==> src/rtl/core/lmfb_pkg.sv <==
// ----------------------------------------------------------------------------
// lmfb_pkg
// Shared types, constants and wiring tables for the LED matrix frame buffer.
// ----------------------------------------------------------------------------
package lmfb_pkg;

  localparam int NUM_COLUMNS = 8;
  localparam int NUM_ROWS    = 12;
  localparam int COL_W       = 3;
  localparam int ROW_W       = 4;
  localparam int WORD_W      = 12;
  localparam int BYTE_W      = 8;
  localparam int OUT_WORD_W  = 16;
  localparam int FLUSH_BYTES = 1 + 2 * NUM_COLUMNS;
  localparam int CNT_W       = $clog2(FLUSH_BYTES);
  localparam int CMD_W       = 3;
  localparam int IN_DATA_W   = 24;
  localparam int OUT_DATA_W  = 8;

  localparam logic [BYTE_W-1:0] RAM_START = 8'h00;
  localparam logic [CNT_W-1:0]  LAST_IDX  = CNT_W'(FLUSH_BYTES - 1);

  typedef enum logic [CMD_W-1:0] {
    CMD_SET_PIXEL = 3'd0,
    CMD_SET_COL   = 3'd1,
    CMD_SET_ROW   = 3'd2,
    CMD_CLEAR     = 3'd3,
    CMD_INVERT    = 3'd4,
    CMD_FLUSH     = 3'd5
  } cmd_t;

  typedef logic [WORD_W-1:0] word_t;

  // controller -> datapath
  typedef struct packed {
    logic             exec;  // apply accepted buffer command
    logic             load;  // load output byte register
    logic [CNT_W-1:0] idx;   // byte position in the flush
  } dp_ctrl_t;

  // logical column -> physical column
  localparam logic [COL_W-1:0] COL_MAP [NUM_COLUMNS] =
    '{3'd2, 3'd1, 3'd3, 3'd4, 3'd5, 3'd6, 3'd7, 3'd0};

  // buffer row -> bit position in the display word
  localparam logic [ROW_W-1:0] ROW_MAP [NUM_ROWS] =
    '{4'd7, 4'd6, 4'd3, 4'd2, 4'd0, 4'd1, 4'd4, 4'd5, 4'd8, 4'd11, 4'd10, 4'd9};

  function automatic logic [OUT_WORD_W-1:0] remap_word(input word_t w);
    logic [OUT_WORD_W-1:0] v;
    v = '0;
    for (int r = 0; r < NUM_ROWS; r++) begin
      v[ROW_MAP[r]] = w[r];
    end
    return v;
  endfunction

endpackage

==> src/rtl/core/lmfb_dp.sv <==
// ----------------------------------------------------------------------------
// lmfb_dp
// Frame buffer registers, command update logic and flush byte register.
// ----------------------------------------------------------------------------
module lmfb_dp (
  input  logic                              clk,
  input  logic                              rst_n,
  input  lmfb_pkg::dp_ctrl_t                ctrl,
  input  logic [lmfb_pkg::CMD_W-1:0]        cmd,
  input  logic [lmfb_pkg::COL_W-1:0]        col_index,
  input  logic [lmfb_pkg::ROW_W-1:0]        row_index,
  input  logic                              pixel_on,
  input  logic [lmfb_pkg::WORD_W-1:0]       data_value,
  output logic [lmfb_pkg::BYTE_W-1:0]       out_byte,
  output logic                              out_last
);
  import lmfb_pkg::*;

  word_t                 fb_r   [NUM_COLUMNS];
  word_t                 fb_nxt [NUM_COLUMNS];
  logic [BYTE_W-1:0]     byte_r, byte_nxt;
  logic                  last_r, last_nxt;
  logic [CNT_W-1:0]      k;
  logic [COL_W-1:0]      sel_col;
  logic [OUT_WORD_W-1:0] wd;
  logic                  row_ok;

  assign row_ok = (row_index < ROW_W'(NUM_ROWS));

  always_comb begin
    fb_nxt = fb_r;
    if (ctrl.exec) begin
      unique case (cmd)
        CMD_SET_PIXEL: begin
          if (row_ok) fb_nxt[COL_MAP[col_index]][row_index] = pixel_on;
        end
        CMD_SET_COL: begin
          fb_nxt[COL_MAP[col_index]] = data_value;
        end
        CMD_SET_ROW: begin
          if (row_ok) begin
            for (int c = 0; c < NUM_COLUMNS; c++) begin
              fb_nxt[COL_MAP[c]][row_index] = data_value[c];
            end
          end
        end
        CMD_CLEAR: begin
          for (int c = 0; c < NUM_COLUMNS; c++) fb_nxt[c] = '0;
        end
        CMD_INVERT: begin
          for (int c = 0; c < NUM_COLUMNS; c++) fb_nxt[c] = ~fb_r[c];
        end
        default: ;  // flush and unused codes leave the buffer alone
      endcase
    end
  end

  // byte k+1 of the flush: column k/2, low byte first
  assign k       = ctrl.idx - CNT_W'(1);
  assign sel_col = k[COL_W:1];
  assign wd      = remap_word(fb_r[sel_col]);

  always_comb begin
    byte_nxt = byte_r;
    last_nxt = last_r;
    if (ctrl.load) begin
      if (ctrl.idx == '0) byte_nxt = RAM_START;
      else if (k[0])      byte_nxt = wd[OUT_WORD_W-1:BYTE_W];
      else                byte_nxt = wd[BYTE_W-1:0];
      last_nxt = (ctrl.idx == LAST_IDX);
    end
  end

  always_ff @(posedge clk) begin
    if (!rst_n) begin
      for (int c = 0; c < NUM_COLUMNS; c++) fb_r[c] <= '0;
    end else begin
      fb_r <= fb_nxt;
    end
  end

  always_ff @(posedge clk) begin
    byte_r <= byte_nxt;
    last_r <= last_nxt;
  end

  assign out_byte = byte_r;
  assign out_last = last_r;

endmodule

==> src/rtl/core/lmfb_ctrl.sv <==
// ----------------------------------------------------------------------------
// lmfb_ctrl
// Command acceptance and flush sequencer: byte counter and output valid.
// ----------------------------------------------------------------------------
module lmfb_ctrl (
  input  logic                        clk,
  input  logic                        rst_n,
  input  logic                        in_tvalid,
  input  logic [lmfb_pkg::CMD_W-1:0]  in_cmd,
  output logic                        in_tready,
  output logic                        out_tvalid,
  input  logic                        out_tready,
  output lmfb_pkg::dp_ctrl_t          ctrl
);
  import lmfb_pkg::*;

  typedef enum logic [1:0] {
    ST_IDLE = 2'b01,
    ST_SEND = 2'b10
  } state_t;

  state_t           state_r, state_nxt;
  logic [CNT_W-1:0] cnt_r, cnt_nxt;
  logic             in_acc, out_acc;

  assign in_tready  = (state_r == ST_IDLE);
  assign out_tvalid = (state_r == ST_SEND);
  assign in_acc     = in_tvalid & in_tready;
  assign out_acc    = out_tvalid & out_tready;

  always_comb begin
    state_nxt = state_r;
    cnt_nxt   = cnt_r;
    ctrl.exec = in_acc;
    ctrl.load = 1'b0;
    ctrl.idx  = '0;
    unique case (state_r)
      ST_IDLE: begin
        if (in_acc && in_cmd == CMD_FLUSH) begin
          state_nxt = ST_SEND;
          cnt_nxt   = '0;
          ctrl.load = 1'b1;
        end
      end
      ST_SEND: begin
        if (out_acc) begin
          if (cnt_r == LAST_IDX) begin
            state_nxt = ST_IDLE;
          end else begin
            cnt_nxt   = cnt_r + CNT_W'(1);
            ctrl.load = 1'b1;
            ctrl.idx  = cnt_nxt;
          end
        end
      end
      default: state_nxt = ST_IDLE;
    endcase
  end

  always_ff @(posedge clk) begin
    if (!rst_n) begin
      state_r <= ST_IDLE;
      cnt_r   <= '0;
    end else begin
      state_r <= state_nxt;
      cnt_r   <= cnt_nxt;
    end
  end

`ifndef SYNTH
  a_no_input_while_sending: assert property (@(posedge clk) disable iff (!rst_n)
    out_tvalid |-> !in_tready)
    else $error("input taken while flush in progress");

  a_flush_starts: assert property (@(posedge clk) disable iff (!rst_n)
    (in_acc && in_cmd == CMD_FLUSH) |=> (out_tvalid && cnt_r == '0))
    else $error("flush did not start at byte zero");

  a_cnt_range: assert property (@(posedge clk) disable iff (!rst_n)
    cnt_r <= LAST_IDX)
    else $error("byte counter out of range");

  a_cnt_step: assert property (@(posedge clk) disable iff (!rst_n)
    (out_acc && cnt_r != LAST_IDX) |=> (out_tvalid && cnt_r == $past(cnt_r) + CNT_W'(1)))
    else $error("byte counter did not advance");

  a_flush_ends: assert property (@(posedge clk) disable iff (!rst_n)
    (out_acc && cnt_r == LAST_IDX) |=> in_tready)
    else $error("flush did not return to idle");
`endif

endmodule

==> src/rtl/core/led_matrix_frame_buffer_core.sv <==
// Buffer commands (set pixel/column/row, clear, invert): one word per cycle outside a
// flush, applied at the accepting edge; no output words. Flush: 17 output words, the
// first valid in the cycle after acceptance, then one per cycle while out_tready is
// high; the input side stalls until the last byte is taken.
// Throughput is set by the flush byte counter in the controller.
// Reset (rst_n low, synchronous): frame buffer cleared to zeros, controller idle.
// ----------------------------------------------------------------------------
// led_matrix_frame_buffer_core
// 8x12 LED frame buffer with column/row wiring remap and serialized flush.
// ----------------------------------------------------------------------------
module led_matrix_frame_buffer_core (
  input  logic                             clk,
  input  logic                             rst_n,
  input  logic                             in_tvalid,
  output logic                             in_tready,
  // [2:0] col_index, [6:3] row_index, [7] pixel_on, [19:8] data_value, [23:20] zero
  input  logic [lmfb_pkg::IN_DATA_W-1:0]   in_tdata,
  // [2:0] cmd
  input  logic [lmfb_pkg::CMD_W-1:0]       in_tuser,
  output logic                             out_tvalid,
  input  logic                             out_tready,
  // [7:0] out_byte
  output logic [lmfb_pkg::OUT_DATA_W-1:0]  out_tdata,
  output logic                             out_tlast
);
  import lmfb_pkg::*;

  dp_ctrl_t ctrl;

  // Controller: accepts commands when idle, sequences the 17 flush bytes.
  lmfb_ctrl u_ctrl (
    .clk        (clk),
    .rst_n      (rst_n),
    .in_tvalid  (in_tvalid),
    .in_cmd     (in_tuser),
    .in_tready  (in_tready),
    .out_tvalid (out_tvalid),
    .out_tready (out_tready),
    .ctrl       (ctrl)
  );

  // Datapath: frame buffer, command updates, remapped output byte register.
  lmfb_dp u_dp (
    .clk        (clk),
    .rst_n      (rst_n),
    .ctrl       (ctrl),
    .cmd        (in_tuser),
    .col_index  (in_tdata[2:0]),
    .row_index  (in_tdata[6:3]),
    .pixel_on   (in_tdata[7]),
    .data_value (in_tdata[19:8]),
    .out_byte   (out_tdata),
    .out_last   (out_tlast)
  );

endmodule

==> config.mk <==
export PLATFORM = sky130hd
export DESIGN_NAME = led_matrix_frame_buffer_core
export DESIGN_NICKNAME = d
export VERILOG_FILES = /design/src/rtl/core/lmfb_pkg.sv /design/src/rtl/core/lmfb_dp.sv /design/src/rtl/core/lmfb_ctrl.sv /design/src/rtl/core/led_matrix_frame_buffer_core.sv
export SDC_FILE = /design/constraint.sdc
export NUM_CORES = 1
export LEC_CHECK = 0
export ABC_AREA = 0
export CAP_MARGIN = 30
export CORE_ASPECT_RATIO = 1.75
export CORE_MARGIN = 5
export CORE_UTILIZATION = 60
export CTS_CLUSTER_DIAMETER = 80
export CTS_CLUSTER_SIZE = 16
export DETAILED_ROUTE_END_ITERATION = 6
export DONT_BUFFER_PORTS = 1
export PLACE_DENSITY_LB_ADDON = 0.05
export RECOVER_POWER = 100
export REMOVE_ABC_BUFFERS = 1
export SLEW_MARGIN = 25
export SYNTH_ARGS = -nofsm -noshare
export SYNTH_HDL_FRONTEND = slang
export SYNTH_SLANG_ARGS = --single-unit
==> constraint.sdc <==
create_clock -name clk -period 6.8 [get_ports clk]
set_input_delay 1.36 -clock clk [delete_from_list [all_inputs] [get_ports clk]]
set_output_delay 1.36 -clock clk [all_outputs]
set_load 0.02 [all_outputs]
==> results of run 1 <==
==> layer usage <==
layer	share of wire	global-route usage	up-vias
met4	0.044	0.148	0
met5	0	0	-
met3	0.076	0.0373	89
met1	0.40	0.410	4654
met2	0.48	0.534	444
li1	-	-	4456
==> cells in the mapped netlist, types with 21 or more instances <==
cell type	number	area, sq um
a21oi_1	192	961
nor2_1	180	676
mux2i_1	170	1700
dfxtp_1	103	2060
clkbuf_1	89	334
o21ai_0	63	315
o221ai_1	60	526
mux2_2	48	541
o22ai_1	41	257
or3_1	38	238
o221a_2	36	405
buf_2	21	105
nand2_1	21	78.8
==> final cells by class <==
cell class / instances / area share
well taps: 224 / 0.0271
repair buffers: 32 / 0.0250
clock buffers: 12 / 0.0279
multi-input cells: 968 / 0.684
inverters: 9 / 0.00327
flip-flops and latches: 112 / 0.225
clock inverters: 4 / 0.00677
==> worst min-delay path, cell delays in order, from the launching register on <==
cell and delay (ns):
dfxtp_1 0.35, o21ai_0 0.08, a21oi_1 0.06
==> per-stage QoR <==
stage               instance area [sq um]  total power [mW]  worst slack (ns)
finish                              10300              1.83              1.85
global route                        10300              1.91              1.53
CTS                                 10400              1.83              2.73
detailed placement                  10000              1.19              2.42
global placement                     9990              1.18              2.44
floorplan                            9330              1.09             0.824
==> cells by family after synthesis <==
group,share of synthesized area
compound gates,0.271
simple gates,0.149
mux,0.262
buf+inv,0.0639
flops,0.235
fa+ha+maj,0.0126
xor+xnor,0.00605
==> how the worst max path moves through the flow <==
stage | from | to | slack [ns] | cells past startpoint
finish | u_ctrl.state_r[0]$_SDFFE_PN1P_ | u_dp.out_byte[0]$_SDFFCE_PN0P_ | 1.85 | 11
global route | u_ctrl.state_r[0]$_SDFFE_PN1P_ | u_dp.out_byte[0]$_SDFFCE_PN0P_ | 1.53 | 11
CTS | u_ctrl.state_r[0]$_SDFFE_PN1P_ | u_dp.out_byte[3]$_SDFFCE_PN0P_ | 2.73 | 10
detailed placement | out_tready | u_dp.out_byte[3]$_SDFFCE_PN0P_ | 2.42 | 8
global placement | out_tready | u_dp.out_byte[3]$_SDFFCE_PN0P_ | 2.44 | 8
floorplan | in_tuser[1] | flip-flop | 0.82 | 5
==> power by group through the flow <==
stage          Sequential (mW)  Combinational, mW  Clock, mW
2_1_floorplan            0.756              0.337          0
3_3_place_gp             0.769              0.414          0
3_5_place_dp             0.770              0.425          0
4_1_cts                  0.754              0.428      0.649
5_1_grt                  0.764              0.474      0.676
6_report                 0.757              0.432      0.646
==> impl_metrics.env, run 1 <==
export IMPL_synth_warnings=0
export IMPL_power_frac_seq=0.412
export IMPL_worstMarginPinSlew_ns=1.91
export IMPL_min_path_cells=2
export IMPL_r2r_start="u_ctrl.state_r[0]$_SDFFE_PN1P_"
export IMPL_netlist_area_sq_um=9930
export IMPL_crit_fanout=19
export IMPL_rrSetupSlack_ns=1.85
export IMPL_worstPathRequired_ns=6.92
export IMPL_die_width_um=107
export IMPL_grt_pass1_vias=8951
export IMPL_post_cts_buffers=0
export IMPL_dp_hpwl_mm=17.2
export IMPL_tns_ns=0
export IMPL_postSynth_asyncResetShare=0
export IMPL_htreeDepth=3
export IMPL_leakagePower_nw=3.31
export IMPL_drt_wirelength_per_cell_um=23.2
export IMPL_holdBufCountCts=0
export IMPL_rr_endpoint="u_dp.out_byte[0]$_SDFFCE_PN0P_"
export IMPL_fin_crit_sh=0.728
export IMPL_ir_drop_mv=0.104
export IMPL_grt_use_total=0.321
export IMPL_placedCellCount=1341
export IMPL_mostFrequentLayoutCell="a21oi_1"
export IMPL_dr_pass1_iters=5
export IMPL_intPower_mw=1.28
export IMPL_layout_nets=1173
export IMPL_cts_repair_resized=0
export IMPL_p_switching_mw=0.558
export IMPL_n_antenna_cell=0
export IMPL_cpMaxStageDelayCell="ha_1"
export IMPL_numCtsBuffers=9
export IMPL_ys_flop_type="dfxtp_1"
export IMPL_period_needed_ns=4.95
export IMPL_arrival_ns=5.07
export IMPL_vias_per_cell=7.09
export IMPL_synth_edf_count=9
export IMPL_grt_pass1_wl_mm=49.9
export IMPL_synth_seq_area_share=0.235
export IMPL_synth_avg_cell_area_sq_um=8.09
export IMPL_drt_iter0_markers=1030
export IMPL_grt_max_degree=107
export IMPL_drv_slew=211
export IMPL_areaGrowthSynthToFinish_pct=4.20
export IMPL_path_clk_slew_ns=0.08
export IMPL_fin_util=0.632
export IMPL_cpPeakStageDelay_ns=1.12
export IMPL_power_density_nw_per_um2=177
export IMPL_maxCapViolCount=9
export IMPL_status="finished with violations"
export IMPL_cp_end_kind="flip-flop"
export IMPL_synth_cells=1227
export IMPL_crit_path_start_kind="flip-flop"
export IMPL_final_cells=1361
export IMPL_synth_cell_types=62
export IMPL_seq_area_sq_um=2330
export IMPL_path_class="reg2reg"
export IMPL_num_vias=9643
export IMPL_path_cells="inv_1 -> ha_1 -> nand2_1 -> nor2_1 -> nand2_1 -> ha_1 -> clkbuf_1 -> mux2i_1 -> mux2i_1 -> mux2_2 -> a221o_1"
export IMPL_ys_ff_latch=112
export IMPL_mostFrequentLayoutCells="a21oi_1, nor2_1, mux2i_1, dfxtp_1, o21ai_0"
export IMPL_start_util=0.607
export IMPL_cts_tree="yes"
export IMPL_io_pins=42
export IMPL_antenna_left=0
export IMPL_worstSkewPairLatency_ns=0.36
export IMPL_path_delay_family="adder cells"
export IMPL_slew_limit_headroom=-0.277
export IMPL_clk_path_buf_depth=2
export IMPL_hp_class="reg2reg"
export IMPL_switching_share=0.304
export IMPL_pwr_share_clk=0.352
export IMPL_hold_violations=0
export IMPL_n_fill_cell=1485
export IMPL_cp_num_buf_inv=2
export IMPL_clock_sinks=112
export IMPL_wl_mm=31.6
export IMPL_antenna_found_initial=0
export IMPL_fin_skew_ns=0.0101
export IMPL_worstRegToRegCells=11
export IMPL_die_y_um=180
export IMPL_root_buffer="clkbuf_16"
export IMPL_drive_above_1_share=0.146
export IMPL_max_freq_mhz=202
export IMPL_numPortBuffers=0
export IMPL_multi_input_area_sq_um=7080
export IMPL_globalplace_congestion=0.799
export IMPL_hold_ws_ns=0.542
export IMPL_rsz0062_at_grt="no"
export IMPL_coreArea_sq_um=16400
export IMPL_rows=62
export IMPL_violations="capacitance limit, slew limit"
export IMPL_dieArea_sq_um=19300
export IMPL_drc=0
export IMPL_p_comb_frac=0.235
export IMPL_overflow=0
export IMPL_finalSetupViolations=0
Power figures use the tool's default switching activity.
==> inputs of run 2 (changes only) <==
--- a/config.mk
+++ b/config.mk
@@ -9,7 +9,7 @@
 export CAP_MARGIN = 30
 export CORE_ASPECT_RATIO = 1.75
 export CORE_MARGIN = 5
-export CORE_UTILIZATION = 60
+export CORE_UTILIZATION = 59
 export CTS_CLUSTER_DIAMETER = 80
 export CTS_CLUSTER_SIZE = 16
 export DETAILED_ROUTE_END_ITERATION = 6
==> constraint.sdc (replaced) <==
create_clock -name clk -period 3.99 [get_ports clk]
set_input_delay 0.798 -clock clk [delete_from_list [all_inputs] [get_ports clk]]
set_output_delay 0.798 -clock clk [all_outputs]
set_load 0.02 [all_outputs]
==> impl_metrics.env, run 2 (synthesized netlist as in run 1, its figures left out) <==
export IMPL_status="finished with violations"
export IMPL_violations="capacitance limit, slew limit"
export IMPL_p_total_mw=2.97
export IMPL_numPortBuffers=0
export IMPL_mostFrequentLayoutCells="a21oi_1, nor2_1, mux2i_1, dfxtp_1, o21ai_0"
export IMPL_dp_hpwl_mm=18.0
export IMPL_power_density_nw_per_um2=288
export IMPL_ir_drop_mv=0.202
export IMPL_multi_input_area_sq_um=7060
export IMPL_mostFrequentLayoutCell="a21oi_1"
export IMPL_hold_violations=0
export IMPL_final_cells=1368
export IMPL_crit_path_start_kind="flip-flop"
export IMPL_maxCapViolCount=4
export IMPL_drive_above_1_share=0.154
export IMPL_io_pins=42
export IMPL_coreArea_sq_um=16500
export IMPL_die_y_um=182
export IMPL_max_freq_mhz=279
export IMPL_num_vias=9683
export IMPL_dr_pass1_iters=5
export IMPL_grt_pass1_wl_mm=50.2
export IMPL_cpPeakStageDelay_ns=0.66
export IMPL_r2r_start="u_ctrl.cnt_r[0]$_SDFFE_PN0P_"
export IMPL_path_clk_slew_ns=0.08
export IMPL_fin_skew_ns=0.0118
export IMPL_post_cts_buffers=0
export IMPL_worstMarginPinSlew_ns=1.81
export IMPL_cp_num_buf_inv=2
export IMPL_worstSkewPairLatency_ns=0.36
export IMPL_holdBufCountCts=0
export IMPL_worstPathRequired_ns=4.10
export IMPL_min_path_cells=1
export IMPL_leakagePower_nw=3.33
export IMPL_areaGrowthSynthToFinish_pct=4.02
export IMPL_globalplace_congestion=0.895
export IMPL_slew_limit_headroom=-0.208
export IMPL_wl_mm=32.0
export IMPL_finalSetupViolations=0
export IMPL_antenna_left=0
export IMPL_dieArea_sq_um=19600
export IMPL_placedCellCount=1352
export IMPL_hold_ws_ns=0.540
export IMPL_period_needed_ns=3.59
export IMPL_rsz0062_at_grt="no"
export IMPL_cts_tree="yes"
export IMPL_antenna_found_initial=0
export IMPL_grt_pass1_vias=9094
export IMPL_die_width_um=108
export IMPL_fin_crit_sh=0.899
export IMPL_placed_area_sq_um=10100
export IMPL_htreeDepth=3
export IMPL_grt_use_total=0.319
export IMPL_overflow=0
export IMPL_path_delay_family="adder cells"
export IMPL_root_buffer="clkbuf_16"
export IMPL_path_class="reg2reg"
export IMPL_crit_fanout=18
export IMPL_grt_max_degree=107
export IMPL_worstRegToRegCells=11
export IMPL_drv_slew=98
export IMPL_hp_class="reg2reg"
export IMPL_numCtsBuffers=9
export IMPL_rr_endpoint="u_dp.out_byte[1]$_SDFFCE_PN0P_"
export IMPL_drt_iter0_markers=940
export IMPL_vias_per_cell=7.08
export IMPL_drt_wirelength_per_cell_um=23.4
export IMPL_cpMaxStageDelayCell="ha_1"
export IMPL_rows=62
export IMPL_cts_repair_resized=0
export IMPL_layout_nets=1180
export IMPL_clock_sinks=112
export IMPL_seq_area_sq_um=2330
export IMPL_rrSetupSlack_ns=0.40
export IMPL_path_cells="inv_1 -> ha_1 -> and4bb_4 -> nor2_1 -> nand2_1 -> ha_1 -> buf_12 -> mux2i_1 -> mux2i_1 -> mux2_2 -> a221o_1"
export IMPL_start_util=0.601
export IMPL_arrival_ns=3.70
export IMPL_cp_end_kind="flip-flop"
export IMPL_n_antenna_cell=0
export IMPL_design_area_sq_um=10300
export IMPL_drc=0
export IMPL_clk_path_buf_depth=2
export IMPL_n_fill_cell=1501
-- run 2: cell types whose count changed in the layout (fill, tap and decap cells not counted), sizes merged --
| cell | change |
|---|---|
| buf | +7 |
| bufinv | -2 |
| clkbuf | +1 |
| clkinv | +1 |
-- run 2: where the power goes --
group	switching [mW]	internal (mW)	total (mW)
combinational	0.407	0.324	0.731
clock	0.451	0.500	0.951
sequential	0.0888	1.20	1.29
-- run 2: how the worst max path moves through the flow --
stage / endpoint / slack (ns) / start / depth (start not counted)
2_1_floorplan: flip-flop / -1.42 / in_tuser[1] / 5
4_1_cts: u_dp.out_byte[1]$_SDFFCE_PN0P_ / 0.55 / u_ctrl.cnt_r[0]$_SDFFE_PN0P_ / 11
6_report: u_dp.out_byte[1]$_SDFFCE_PN0P_ / 0.40 / u_ctrl.cnt_r[0]$_SDFFE_PN0P_ / 11
3_3_place_gp: u_dp.out_byte[0]$_SDFFCE_PN0P_ / 0.58 / u_ctrl.cnt_r[0]$_SDFFE_PN0P_ / 11
3_5_place_dp: u_dp.out_byte[1]$_SDFFCE_PN0P_ / 0.58 / u_ctrl.cnt_r[0]$_SDFFE_PN0P_ / 11
5_1_grt: u_dp.out_byte[1]$_SDFFCE_PN0P_ / 0.23 / u_ctrl.cnt_r[0]$_SDFFE_PN0P_ / 11
-- run 2: final cells by class --
class,instances,area share
Tap cell,224,0.0271
Clock buffer,13,0.0273
Multi-Input combinational cell,968,0.684
Clock inverter,3,0.00218
Timing Repair Buffer,39,0.0304
Sequential cell,112,0.226
Inverter,9,0.00327
-- run 2: stage by stage --
step / TNS, ns / util / setup slack, ns
finish: 0 / 0.625 / 0.402
global route: 0 / 0.625 / 0.228
CTS: 0 / 0.631 / 0.552
detailed placement: 0 / 0.613 / 0.578
global placement: 0 / 0.612 / 0.581
floorplan: -65.22 / - / -1.42
-- run 2: metal layers --
layer	GRT usage	vias up	share of wire
li1	-	4460	-
met1	0.413	4699	0.41
met3	0.0437	66	0.077
met2	0.533	458	0.49
met5	0	-	0
met4	0.125	0	0.031
==> inputs of run 3 (changes only) <==
--- a/config.mk
+++ b/config.mk
@@ -10,6 +10,7 @@
 export CORE_ASPECT_RATIO = 1.75
 export CORE_MARGIN = 5
 export CORE_UTILIZATION = 59
+export CTS_BUF_LIST = sky130_fd_sc_hd__clkbuf_16
 export CTS_CLUSTER_DIAMETER = 80
 export CTS_CLUSTER_SIZE = 16
 export DETAILED_ROUTE_END_ITERATION = 6
==> impl_metrics.env, run 3 (synthesized netlist as in run 1, its figures left out) <==
export IMPL_grt_pass1_vias=9075
export IMPL_mostFrequentLayoutCell="a21oi_1"
export IMPL_worstPathRequired_ns=4.10
export IMPL_die_y_um=182
export IMPL_fin_skew_ns=0.00977
export IMPL_holdBufCountCts=0
export IMPL_drc=0
export IMPL_clk_path_buf_depth=2
export IMPL_numCtsBuffers=9
export IMPL_leakagePower_nw=3.32
export IMPL_max_freq_mhz=280
export IMPL_drv_slew=98
export IMPL_cts_repair_resized=0
export IMPL_cts_tree="yes"
export IMPL_p_total_mw=2.93
export IMPL_mostFrequentLayoutCells="a21oi_1, nor2_1, mux2i_1, dfxtp_1, o21ai_0"
export IMPL_finalSetupViolations=0
export IMPL_n_antenna_cell=0
export IMPL_antenna_left=0
export IMPL_power_density_nw_per_um2=284
export IMPL_io_pins=42
export IMPL_crit_fanout=18
export IMPL_drt_iter0_markers=961
export IMPL_coreArea_sq_um=16500
export IMPL_slew_limit_headroom=-0.235
export IMPL_numPortBuffers=0
export IMPL_cp_end_kind="flip-flop"
export IMPL_hold_ws_ns=0.538
export IMPL_dp_hpwl_mm=18.0
export IMPL_drt_wirelength_per_cell_um=23.3
export IMPL_dieArea_sq_um=19600
export IMPL_antenna_found_initial=0
export IMPL_violations="capacitance limit, slew limit"
export IMPL_areaGrowthSynthToFinish_pct=3.82
export IMPL_grt_max_degree=107
export IMPL_path_class="reg2reg"
export IMPL_rows=62
export IMPL_root_buffer="clkbuf_16"
export IMPL_maxCapViolCount=4
export IMPL_worstMarginPinSlew_ns=1.85
export IMPL_wl_mm=31.9
export IMPL_num_vias=9736
export IMPL_final_cells=1368
export IMPL_n_fill_cell=1503
export IMPL_hp_class="reg2reg"
export IMPL_grt_use_total=0.319
export IMPL_arrival_ns=3.68
export IMPL_path_clk_slew_ns=0.08
export IMPL_overflow=0
export IMPL_dr_pass1_iters=7
export IMPL_vias_per_cell=7.12
export IMPL_hold_violations=0
export IMPL_layout_nets=1180
export IMPL_globalplace_congestion=0.895
export IMPL_post_cts_buffers=0
export IMPL_die_width_um=108
export IMPL_worstSkewPairLatency_ns=0.36
export IMPL_clock_sinks=112
export IMPL_start_util=0.601
export IMPL_rsz0062_at_grt="no"
export IMPL_grt_pass1_wl_mm=50.1
export IMPL_placedCellCount=1352
export IMPL_status="finished with violations"
export IMPL_ir_drop_mv=0.201
export IMPL_period_needed_ns=3.57
export IMPL_drive_above_1_share=0.152
export IMPL_crit_path_start_kind="flip-flop"
export IMPL_htreeDepth=3
export IMPL_fin_crit_sh=0.895
-- run 3: cell count changes in the layout (fill, tap and decap cells not counted) --
cell      previous run  this run
clkbuf_1             7         6
inv_1                9        10
clkinv_1             0         2
clkbuf_8             2         0
-- run 3: path summary, 6_finish.rpt --
kind,from,end,cells past startpoint,slack (ns)
max,u_ctrl.cnt_r[0]$_SDFFE_PN0P_,u_dp.out_byte[1]$_SDFFCE_PN0P_,11,0.42
min,flip-flop,flip-flop,1,0.54
max reg2reg,u_ctrl.cnt_r[0]$_SDFFE_PN0P_,u_dp.out_byte[1]$_SDFFCE_PN0P_,11,0.42
min reg2reg,flip-flop,flip-flop,1,0.54
-- run 3: where the power goes --
part           total (mW)  switching (mW)  internal (mW)  leakage [nW]
registers            1.29          0.0888           1.20         0.942
clock network       0.908           0.449          0.459         0.144
logic               0.732           0.408          0.324          2.23
-- run 3: through the flow --
step	instance area, sq um	util	setup WS, ns	TNS [ns]
after global routing	10300	0.624	0.227	0
after detailed placement	10100	0.613	0.578	0
after global placement	10100	0.612	0.581	0
after CTS	10400	0.630	0.551	0
final	10300	0.624	0.419	0
after floorplan	9330	-	-1.42	-65.22
-- run 3: area by class of cell --
type / count / area, sq um / share of cell area
tap: 224 / 280 / 0.0272
timing repair buffer: 39 / 314 / 0.0305
multi-input combinational: 968 / 7060 / 0.685
clock buffer: 10 / 250 / 0.0243
inverter: 9 / 33.8 / 0.00328
sequential: 112 / 2330 / 0.226
clock inverter: 6 / 33.8 / 0.00328
-- run 3: metal layers --
layer | wire length [um] | vias up | track usage
li1 | - | 4464 | -
met1 | 13100 | 4765 | 0.415
met2 | 15500 | 447 | 0.531
met3 | 2290 | 60 | 0.0416
met4 | 922 | 0 | 0.125
met5 | 0 | - | 0
-- run 3: worst max-delay path, stage by stage (launching register included) --
cell and delay (ns):
dfxtp_1 0.43, inv_1 0.12, ha_1 0.21, and4bb_4 0.22, nor2_1 0.32, nand2_1 0.17, ha_1 0.66, buf_12 0.27
mux2i_1 0.22, mux2i_1 0.10, mux2_2 0.30, a221o_1 0.29
